`config.mk`:
```
export PLATFORM = sky130hd
export DESIGN_NAME = kick_envelope_pitch_tracker
export DESIGN_NICKNAME = d
export VERILOG_FILES = /design/src/hdl/kept_pkg.sv /design/src/hdl/kept_div.sv /design/src/hdl/kept_dp.sv /design/src/hdl/kept_ctrl.sv /design/src/hdl/kick_envelope_pitch_tracker.sv
export SDC_FILE = /design/constraint.sdc
export NUM_CORES = 2
export LEC_CHECK = 0
export BUFFER_PORTS_ARGS = -buffer_cell sky130_fd_sc_hd__buf_2
export CORE_ASPECT_RATIO = 1.1
export CORE_MARGIN = 4
export CORE_UTILIZATION = 35
export DETAILED_ROUTE_END_ITERATION = 7
export PLACE_DENSITY = 0.59
export SLEW_MARGIN = 15
export SYNTH_ARGS = -nofsm -noshare
export SYNTH_HDL_FRONTEND = slang
export SYNTH_SLANG_ARGS = --single-unit
```
`constraint.sdc`:
```
create_clock -name clk_i -period 9.65 [get_ports clk_i]
set_input_delay 1.4475 -clock clk_i [delete_from_list [all_inputs] [get_ports clk_i]]
set_output_delay 1.4475 -clock clk_i [all_outputs]
set_load 0.02 [all_outputs]
```
`src/hdl/kept_pkg.sv`:
```
// Shared types and constants of the kick envelope and pitch tracker.
`timescale 1ns / 1ps

package kept_pkg;

  // Fixed field widths.
  localparam int unsigned COEF_W     = 16;
  localparam int unsigned RATE_W     = 18;
  localparam int unsigned CNT_W      = 16;
  localparam int unsigned HZ_W       = 16;
  localparam int unsigned QUO_W      = RATE_W + 8;
  localparam int unsigned CFG_IDX_W  = 2;
  localparam int unsigned CFG_DATA_W = 18;
  localparam int unsigned SMOOTH_W   = 12;

  // Register indexes on the configuration port.
  localparam logic [CFG_IDX_W-1:0] CFG_ATTACK  = 2'd0;
  localparam logic [CFG_IDX_W-1:0] CFG_RELEASE = 2'd1;
  localparam logic [CFG_IDX_W-1:0] CFG_RATE    = 2'd2;

  // Register reset values.
  localparam logic [COEF_W-1:0] ATTACK_RST  = 16'd64187;
  localparam logic [COEF_W-1:0] RELEASE_RST = 16'd65522;
  localparam logic [RATE_W-1:0] RATE_RST    = 18'd48000;

  // Pitch tracking constants.
  localparam logic [CNT_W-1:0]    MIN_COUNT  = 16'd4;
  localparam logic [CNT_W-1:0]    COUNT_MAX  = 16'hFFFF;
  localparam logic [QUO_W-1:0]    HZ_LOW_Q8  = 26'd6400;
  localparam logic [QUO_W-1:0]    HZ_HIGH_Q8 = 26'd40960;
  localparam logic [SMOOTH_W-1:0] SMOOTH_Q16 = 12'd3277;
  localparam logic [15:0]         ROUND_HALF = 16'h8000;

  typedef enum logic [2:0] {
    ST_IDLE,
    ST_ENV_MUL,
    ST_ENV_UPD,
    ST_DIV,
    ST_PITCH_MUL,
    ST_PITCH_UPD,
    ST_OUT
  } kept_state_e;

  typedef struct packed {
    logic load_sample;
    logic env_mul;
    logic env_upd;
    logic div_start;
    logic pitch_mul;
    logic pitch_upd;
    logic out_load;
  } kept_cmd_t;

  typedef struct packed {
    logic crossing;
    logic div_done;
    logic out_free;
  } kept_sts_t;

endpackage

```
`src/hdl/kept_div.sv`:
```
// Restoring divider, one quotient bit per cycle, for the crossing frequency.
`timescale 1ns / 1ps

module kept_div (
  input  logic                       clk_i,
  input  logic                       rst_ni,
  input  logic                       start_i,
  input  logic [kept_pkg::QUO_W-1:0] dividend_i,
  input  logic [kept_pkg::CNT_W-1:0] divisor_i,
  output logic                       done_o,
  output logic [kept_pkg::QUO_W-1:0] quotient_o
);

  logic                       busy_q, busy_d;
  logic                       done_q, done_d;
  logic [4:0]                 cnt_q, cnt_d;
  logic [kept_pkg::QUO_W-1:0] dvd_q, dvd_d;
  logic [kept_pkg::CNT_W-1:0] rem_q, rem_d;
  logic [kept_pkg::CNT_W-1:0] dsr_q, dsr_d;
  logic [kept_pkg::CNT_W:0]   trial;
  logic [kept_pkg::CNT_W:0]   trial_sub;
  logic                       fits;

  assign trial     = {rem_q, dvd_q[kept_pkg::QUO_W-1]};
  assign trial_sub = trial - {1'b0, dsr_q};
  assign fits      = trial >= {1'b0, dsr_q};

  always_comb begin
    busy_d = busy_q;
    done_d = 1'b0;
    cnt_d  = cnt_q;
    dvd_d  = dvd_q;
    rem_d  = rem_q;
    dsr_d  = dsr_q;
    if (start_i) begin
      busy_d = 1'b1;
      cnt_d  = 5'(kept_pkg::QUO_W - 1);
      dvd_d  = dividend_i;
      rem_d  = '0;
      dsr_d  = divisor_i;
    end else if (busy_q) begin
      // The dividend shifts out at the top while quotient bits enter at the bottom.
      dvd_d = {dvd_q[kept_pkg::QUO_W-2:0], fits};
      rem_d = fits ? trial_sub[kept_pkg::CNT_W-1:0] : trial[kept_pkg::CNT_W-1:0];
      cnt_d = cnt_q - 5'd1;
      if (cnt_q == 5'd0) begin
        busy_d = 1'b0;
        done_d = 1'b1;
      end
    end
  end

  always_ff @(posedge clk_i or negedge rst_ni) begin
    if (!rst_ni) begin
      busy_q <= 1'b0;
      done_q <= 1'b0;
      cnt_q  <= '0;
    end else begin
      busy_q <= busy_d;
      done_q <= done_d;
      cnt_q  <= cnt_d;
    end
  end

  always_ff @(posedge clk_i) begin
    dvd_q <= dvd_d;
    rem_q <= rem_d;
    dsr_q <= dsr_d;
  end

  assign done_o     = done_q;
  assign quotient_o = dvd_q;

endmodule

```
`src/hdl/kept_dp.sv`:
```
// Datapath: configuration registers, envelope, crossing counter, pitch smoothing, output register.
`timescale 1ns / 1ps

module kept_dp #(
  parameter int unsigned SAMPLE_BITS = 16
) (
  input  logic                            clk_i,
  input  logic                            rst_ni,
  input  logic                            cfg_we_i,
  input  logic [kept_pkg::CFG_IDX_W-1:0]  cfg_idx_i,
  input  logic [kept_pkg::CFG_DATA_W-1:0] cfg_wdata_i,
  input  logic [SAMPLE_BITS-1:0]          key_sample_i,
  input  kept_pkg::kept_cmd_t             cmd_i,
  output kept_pkg::kept_sts_t             sts_o,
  output logic                            out_valid_o,
  input  logic                            out_ready_i,
  output logic [15:0]                     envelope_o,
  output logic [kept_pkg::HZ_W-1:0]       pitch_hz_o,
  output logic                            pitch_updated_o
);

  localparam int unsigned SB       = SAMPLE_BITS;
  localparam int unsigned PROD_W   = SB + kept_pkg::COEF_W;
  localparam int unsigned EXT_W    = (SB > 16) ? SB : 16;
  localparam int unsigned MAG_GATE = (2 ** (SB - 1)) / 100;
  localparam int unsigned PPROD_W  = kept_pkg::SMOOTH_W + kept_pkg::HZ_W;

  // Configuration registers.
  logic [kept_pkg::COEF_W-1:0] attack_q, release_q;
  logic [kept_pkg::RATE_W-1:0] rate_q;

  always_ff @(posedge clk_i or negedge rst_ni) begin
    if (!rst_ni) begin
      attack_q  <= kept_pkg::ATTACK_RST;
      release_q <= kept_pkg::RELEASE_RST;
      rate_q    <= kept_pkg::RATE_RST;
    end else if (cfg_we_i) begin
      case (cfg_idx_i)
        kept_pkg::CFG_ATTACK:  attack_q  <= cfg_wdata_i[kept_pkg::COEF_W-1:0];
        kept_pkg::CFG_RELEASE: release_q <= cfg_wdata_i[kept_pkg::COEF_W-1:0];
        kept_pkg::CFG_RATE:    rate_q    <= cfg_wdata_i[kept_pkg::RATE_W-1:0];
        default: ;
      endcase
    end
  end

  // Sample and magnitude.
  logic [SB-1:0] key_q;
  logic [SB:0]   key_neg;
  logic [SB-1:0] mag;

  assign key_neg = (SB+1)'(0) - {key_q[SB-1], key_q};
  assign mag     = key_q[SB-1] ? key_neg[SB-1:0] : key_q;

  always_ff @(posedge clk_i) begin
    if (cmd_i.load_sample) begin
      key_q <= key_sample_i;
    end
  end

  // Envelope blend: product registered, then rounded and applied.
  logic [SB-1:0]     env_q, env_d;
  logic [SB:0]       ediff, ediff_rev;
  logic              eneg;
  logic [SB-1:0]     eabs;
  logic [kept_pkg::COEF_W-1:0] coef;
  logic [PROD_W-1:0] eprod_q;
  logic              eneg_q;
  logic [PROD_W:0]   eround;
  logic [SB-1:0]     epart;

  assign ediff     = {1'b0, env_q} - {1'b0, mag};
  assign ediff_rev = {1'b0, mag} - {1'b0, env_q};
  assign eneg      = ediff[SB];
  assign eabs      = eneg ? ediff_rev[SB-1:0] : ediff[SB-1:0];
  assign coef      = eneg ? attack_q : release_q;
  assign eround    = (PROD_W+1)'(eprod_q) + (PROD_W+1)'(kept_pkg::ROUND_HALF);
  assign epart     = eround[SB+15:16];
  assign env_d     = eneg_q ? (mag - epart) : (mag + epart);

  always_ff @(posedge clk_i) begin
    if (cmd_i.env_mul) begin
      eprod_q <= PROD_W'(coef) * PROD_W'(eabs);
      eneg_q  <= eneg;
    end
  end

  // Crossing detection and saturating sample counter.
  logic [SB-1:0]              prev_key_q;
  logic [kept_pkg::CNT_W-1:0] cnt_q, cnt_inc;
  logic                       prev_nonpos, key_pos, crossing;

  assign cnt_inc     = (cnt_q == kept_pkg::COUNT_MAX) ? cnt_q : cnt_q + 1'b1;
  assign prev_nonpos = prev_key_q[SB-1] || (prev_key_q == '0);
  assign key_pos     = !key_q[SB-1] && (key_q != '0);
  assign crossing    = prev_nonpos && key_pos && (cnt_inc > kept_pkg::MIN_COUNT);

  always_ff @(posedge clk_i or negedge rst_ni) begin
    if (!rst_ni) begin
      env_q      <= '0;
      prev_key_q <= '0;
      cnt_q      <= '0;
    end else if (cmd_i.env_upd) begin
      env_q      <= env_d;
      prev_key_q <= key_q;
      cnt_q      <= crossing ? '0 : cnt_inc;
    end
  end

  // Frequency from the crossing interval.
  logic [kept_pkg::QUO_W-1:0] quo;
  logic                       div_done;

  kept_div u_div (
    .clk_i      (clk_i),
    .rst_ni     (rst_ni),
    .start_i    (cmd_i.div_start),
    .dividend_i ({rate_q, 8'h00}),
    .divisor_i  (cnt_inc),
    .done_o     (div_done),
    .quotient_o (quo)
  );

  // Pitch smoothing.
  logic [kept_pkg::HZ_W-1:0] est_q, est_d;
  logic [kept_pkg::HZ_W:0]   pdiff, pdiff_rev;
  logic                      pneg, pneg_q;
  logic [kept_pkg::HZ_W-1:0] pabs;
  logic [PPROD_W-1:0]        pprod_q;
  logic [PPROD_W:0]          pround;
  logic [kept_pkg::HZ_W-1:0] ppart;
  logic                      accept_hz, ok_q;
  logic                      upd_q;

  assign pdiff     = {1'b0, quo[kept_pkg::HZ_W-1:0]} - {1'b0, est_q};
  assign pdiff_rev = {1'b0, est_q} - {1'b0, quo[kept_pkg::HZ_W-1:0]};
  assign pneg      = pdiff[kept_pkg::HZ_W];
  assign pabs      = pneg ? pdiff_rev[kept_pkg::HZ_W-1:0] : pdiff[kept_pkg::HZ_W-1:0];
  assign accept_hz = (quo > kept_pkg::HZ_LOW_Q8) && (quo < kept_pkg::HZ_HIGH_Q8)
                     && (mag > SB'(MAG_GATE));
  assign pround    = (PPROD_W+1)'(pprod_q) + (PPROD_W+1)'(kept_pkg::ROUND_HALF);
  assign ppart     = kept_pkg::HZ_W'(pround[PPROD_W:16]);
  assign est_d     = pneg_q ? (est_q - ppart) : (est_q + ppart);

  always_ff @(posedge clk_i) begin
    if (cmd_i.pitch_mul) begin
      pprod_q <= PPROD_W'(kept_pkg::SMOOTH_Q16) * PPROD_W'(pabs);
      pneg_q  <= pneg;
      ok_q    <= accept_hz;
    end
  end

  always_ff @(posedge clk_i or negedge rst_ni) begin
    if (!rst_ni) begin
      est_q <= '0;
      upd_q <= 1'b0;
    end else if (cmd_i.load_sample) begin
      upd_q <= 1'b0;
    end else if (cmd_i.pitch_upd && ok_q) begin
      est_q <= est_d;
      upd_q <= 1'b1;
    end
  end

  // Output register; the next request may be taken while this one waits.
  logic [EXT_W-1:0] env_ext;
  logic             oval_q;
  logic [15:0]      oenv_q;
  logic [kept_pkg::HZ_W-1:0] opitch_q;
  logic             oupd_q;

  assign env_ext = EXT_W'(env_q);

  always_ff @(posedge clk_i or negedge rst_ni) begin
    if (!rst_ni) begin
      oval_q <= 1'b0;
    end else if (cmd_i.out_load) begin
      oval_q <= 1'b1;
    end else if (out_ready_i) begin
      oval_q <= 1'b0;
    end
  end

  always_ff @(posedge clk_i) begin
    if (cmd_i.out_load) begin
      oenv_q   <= env_ext[15:0];
      opitch_q <= est_q;
      oupd_q   <= upd_q;
    end
  end

  assign sts_o.crossing = crossing;
  assign sts_o.div_done = div_done;
  assign sts_o.out_free = !oval_q || out_ready_i;

  assign out_valid_o     = oval_q;
  assign envelope_o      = oenv_q;
  assign pitch_hz_o      = opitch_q;
  assign pitch_updated_o = oupd_q;

endmodule

```
`src/hdl/kept_ctrl.sv`:
```
// Controller: sequences the envelope, divider, smoothing and output steps of one request.
`timescale 1ns / 1ps

module kept_ctrl (
  input  logic                clk_i,
  input  logic                rst_ni,
  input  logic                in_valid_i,
  output logic                in_ready_o,
  input  kept_pkg::kept_sts_t sts_i,
  output kept_pkg::kept_cmd_t cmd_o
);

  kept_pkg::kept_state_e state_q, state_d;

  always_ff @(posedge clk_i or negedge rst_ni) begin
    if (!rst_ni) begin
      state_q <= kept_pkg::ST_IDLE;
    end else begin
      state_q <= state_d;
    end
  end

  always_comb begin
    state_d = state_q;
    case (state_q)
      kept_pkg::ST_IDLE: begin
        if (in_valid_i) state_d = kept_pkg::ST_ENV_MUL;
      end
      kept_pkg::ST_ENV_MUL:   state_d = kept_pkg::ST_ENV_UPD;
      kept_pkg::ST_ENV_UPD: begin
        state_d = sts_i.crossing ? kept_pkg::ST_DIV : kept_pkg::ST_OUT;
      end
      kept_pkg::ST_DIV: begin
        if (sts_i.div_done) state_d = kept_pkg::ST_PITCH_MUL;
      end
      kept_pkg::ST_PITCH_MUL: state_d = kept_pkg::ST_PITCH_UPD;
      kept_pkg::ST_PITCH_UPD: state_d = kept_pkg::ST_OUT;
      kept_pkg::ST_OUT: begin
        if (sts_i.out_free) state_d = kept_pkg::ST_IDLE;
      end
      default:                state_d = kept_pkg::ST_IDLE;
    endcase
  end

  always_comb begin
    cmd_o      = '0;
    in_ready_o = 1'b0;
    case (state_q)
      kept_pkg::ST_IDLE: begin
        in_ready_o        = 1'b1;
        cmd_o.load_sample = in_valid_i;
      end
      kept_pkg::ST_ENV_MUL:   cmd_o.env_mul = 1'b1;
      kept_pkg::ST_ENV_UPD: begin
        // The divider latches the incremented count in the same cycle.
        cmd_o.env_upd   = 1'b1;
        cmd_o.div_start = sts_i.crossing;
      end
      kept_pkg::ST_DIV:       ;
      kept_pkg::ST_PITCH_MUL: cmd_o.pitch_mul = 1'b1;
      kept_pkg::ST_PITCH_UPD: cmd_o.pitch_upd = 1'b1;
      kept_pkg::ST_OUT:       cmd_o.out_load = sts_i.out_free;
      default:                ;
    endcase
  end

endmodule

```
`src/hdl/kick_envelope_pitch_tracker.sv`:
```
// Each request runs the envelope steps; one with an upward zero crossing also waits for
// the restoring divider that forms the crossing frequency, then runs the pitch smoothing.
// A result is loaded into the output register once that register is free or being read.
// The output register holds a result while the next request is taken.
// Reset clears envelope, previous sample, counter and pitch estimate, and
// loads the configuration registers with their default values.
`timescale 1ns / 1ps

module kick_envelope_pitch_tracker #(
  parameter int unsigned SAMPLE_BITS = 16
) (
  input  logic                            clk_i,
  input  logic                            rst_ni,
  input  logic                            cfg_we_i,
  input  logic [kept_pkg::CFG_IDX_W-1:0]  cfg_idx_i,
  input  logic [kept_pkg::CFG_DATA_W-1:0] cfg_wdata_i,
  input  logic                            in_valid_i,
  output logic                            in_ready_o,
  input  logic signed [SAMPLE_BITS-1:0]   key_sample_i,
  output logic                            out_valid_o,
  input  logic                            out_ready_i,
  output logic [15:0]                     envelope_o,
  output logic [kept_pkg::HZ_W-1:0]       pitch_hz_o,
  output logic                            pitch_updated_o
);

  kept_pkg::kept_cmd_t cmd;
  kept_pkg::kept_sts_t sts;

  kept_ctrl u_ctrl (
    .clk_i      (clk_i),
    .rst_ni     (rst_ni),
    .in_valid_i (in_valid_i),
    .in_ready_o (in_ready_o),
    .sts_i      (sts),
    .cmd_o      (cmd)
  );

  kept_dp #(
    .SAMPLE_BITS (SAMPLE_BITS)
  ) u_dp (
    .clk_i           (clk_i),
    .rst_ni          (rst_ni),
    .cfg_we_i        (cfg_we_i),
    .cfg_idx_i       (cfg_idx_i),
    .cfg_wdata_i     (cfg_wdata_i),
    .key_sample_i    (key_sample_i),
    .cmd_i           (cmd),
    .sts_o           (sts),
    .out_valid_o     (out_valid_o),
    .out_ready_i     (out_ready_i),
    .envelope_o      (envelope_o),
    .pitch_hz_o      (pitch_hz_o),
    .pitch_updated_o (pitch_updated_o)
  );

endmodule

```
==> results by group <==
Clock network
  • TritonCTS clock tree: yes
  • CTS buffer count: 31
  • Hold_buf cts: 0
  • CTS Buffer Depth: 3
  • Clock latency on the worst-skew pair: 0.59 ns
  • Clock Sinks: 266
  • Clk root buf: clkbuf_16
  • CTS clk-pin slew, worst paths: 0.06 ns
  • CTS HTree Levels: 1

Timing
  • Clock Skew: between 0.015 and 0.02 ns
  • Unrepaired setup endpoints after global routing: true
  • Post-route minimum period: 9.46 ns
  • Max-slew headroom: 0.294
  • # setup viols final: 0
  • Setup_tns: 0 ns
  • Fin crit share: 0.980
  • Max Slew Vio Count: 0
  • Final hold vios: 0
  • Worst slew pin tran: 1.05 ns
  • Fmax: between 0.1 and 0.15 GHz

Global routing
  • Grt met3 use: 0.0192
  • Gr busiest metal: met2
  • Met2 track demand over resource: 0.314
  • GR Util All Layers: 0.179
  • Vias in the first global route: 22.7k
  • First-pass GRT wire length: 125 mm
  • GR Util met1: 0.240
  • Largest net degree at the start of global routing: 77
  • Grt ovf: 0
  • Initial antenna violation count: 2

Synth
  • Top cells by area, synth: fa_1 (18%), ha_1 (13%), edfxtp_1 (12%)
  • Mapped Cells: 3138
  • Synth Cell Area: 0.0288 mm^2
  • Synth area leader: fa_1
  • #FFs+latches synth: 266
  • Syn Nets: 3736
  • Asr flop ratio synth: 0.474
  • Sequential area share after synthesis: 0.248
  • Ys flop type: edfxtp_1
  • Synth unique cells: 87
  • Synth top area share: 0.179
  • Post-synth EDFFs: 116
  • Average cell area after synthesis: between 9 and 10 um^2
  • Ys Warns: 0

Floorplanning
  • Rows: 110
  • CORE AREA: 0.0818 mm^2
  • Die area: 0.0871 mm^2
  • Starting Density: 0.353
  • I/O Pins: between 70 and 80
  • Die height: about 300 um
  • Die X-Extent: 282 um

Finish
  • Leading cell type in the layout, fill and taps excluded: inv_1
  • Nets: 3933
  • Share of cells above drive strength 1: 0.169
  • Layout area overhead: 16.8%
  • Most frequent cells in the layout: inv_1 (464), nand2_1 (324), ha_1 (279)
  • ANT cells: 0

Routing
  • Vias per Instance: 5.17
  • Initial DRC count: between 1k and 1.5k
  • Average routed wire per standard cell: 17.9 um
  • Vias: between 20k and 25k
  • Post-Route WL: 79.1 mm
  • DRT Pass-1 Iters: 5
  • Antenna violation net count after detailed routing: 0
  • DRC viols: 0

Placed design
  • Hpwl dp: 63.1 mm
  • GPL Wtd Cong: 0.932
  • PortBufs: 75

Setup path
  • Data required, critical path: 9.98 ns
  • Most frequent cell on the critical path: fa_1
  • CP Launch Type: flip-flop
  • Crit Path Class: reg -> reg
  • Crit path max-delay cell type: fa_1
  • Worst Path Arrival: 9.79 ns
  • Crit-path max FO: 8
  • Worst setup EP type: flip-flop
  • CP max stage delay: 0.59 ns

Worst hold path
  • HP Class: reg -> reg

Outcome
  • Status: completed

Run
  • Max Cap Viol: 0
==> worst paths after layout <==
path,from,endpoint,slack [ns],cells past startpoint
setup / recovery,u_dp.key_q[9],u_dp.eprod_q[31],0.19,37
hold / removal,u_dp.prev_key_q[6],u_dp.prev_key_q[6],0.48,2
setup reg to reg,u_dp.key_q[9],u_dp.eprod_q[31],0.19,37
hold reg to reg,u_dp.prev_key_q[6],u_dp.prev_key_q[6],0.48,2
max in group asynchronous,rst_ni,u_dp.u_div.busy_q,7.54,2
min in group asynchronous,rst_ni,u_dp.cnt_q[7],0.91,1
==> final cells by class <==
class	count	area, um^2
Inverter	473	1780
Clock buffer	37	828
Tap cell	1064	1330
Fill cell	8129	48100
Sequential cell	266	7160
Timing Repair Buffer	280	2150
Clock inverter	21	295
Multi-Input combinational cell	2283	20200
==> synth_stat cells (all sizes together) (14+ instances only) <==
cell / count
inv: 470
nand2: 331
ha: 299
fa: 258
nor2: 195
o21ai: 136
edfxtp: 116
xnor2: 98
clkbuf: 96
dfrtp: 94
a21oi: 91
nand3: 86
mux2: 66
xor2: 66
a21o: 53
mux2i: 50
nor3: 50
nand2b: 45
and2: 39
nor2b: 35
a31oi: 32
and3: 32
dfstp: 32
o21a: 27
nor4: 26
a211oi: 24
dfxtp: 24
nand4: 22
o31ai: 21
buf: 20
a21boi: 16
o211ai: 14
or3: 14
==> cells by family after synthesis <==
family,share of synthesized area
AND/OR/NAND/NOR,0.156
buffers and inverters,0.0772
adder cells (fa/ha/maj),0.310
AO/OA/AOI/OAI,0.116
flip-flops,0.248
XOR/XNOR,0.0498
multiplexers,0.0431
==> worst max-delay path, delay by kind of cell, from the launching register on <==
family	cells	cell delay [ns]
adders and majority gates	8	3.73
DFF	1	0.38
xor gates and xnor gates	1	0.26
buffers and inverters	10	1.10
and+or+nand+nor	11	2.24
AOI/OAI and AO/OA	7	1.46
==> what timing repair did <==
item / in CTS / in global routing
setup buffers: 10 / 23
gates cloned: 0 / 3
pin swaps: 6 / 90
gates resized for setup: 19 / 141
endpoints found under the setup margin: 11 / 15
==> registers in the layout, summed over array words and instances (netlist names), 3 cells and up <==
signal                 count
u_dp.est_q                16
u_dp.u_div.quotient_o     26
u_dp.attack_q             16
u_dp.rate_q               18
u_dp.eprod_q              17
u_ctrl.state_q             3
u_dp.key_q                16
u_dp.envelope_o           16
u_dp.u_div.rem_q          16
u_dp.u_div.cnt_q           5
u_dp.cnt_q                16
u_dp.prev_key_q           16
u_dp.u_div.dsr_q          16
u_dp.pprod_q              13
u_dp.pitch_hz_o           16
u_dp.release_q            16
u_dp.env_ext              16
==> per-stage QoR <==
stage	worst slack (ns)	hold WS, ns	cell area [um^2]	cells	util
2_1_floorplan	0.0103	0.425	28900	3138	-
3_3_place_gp	-0.158	0.459	31500	4332	0.386
3_5_place_dp	-0.271	0.465	31500	4332	0.386
4_1_cts	-0.0132	0.480	32800	4400	0.402
5_1_grt	-0.0666	0.501	33700	4424	0.412
6_report	0.194	0.477	33700	4424	0.412
==> metal layers <==
| metal | vias up | wire [um] |
|---|---|---|
| met2 | 516 | 39000 |
| met4 | 0 | 1960 |
| met5 | - | 0 |
| met1 | 11300 | 34300 |
| met3 | 111 | 3800 |
| li1 | 10900 | - |
Power is left out: the tool's default activity adds up to more than one toggle a clock period on the data nets, which glitch-free logic cannot reach.
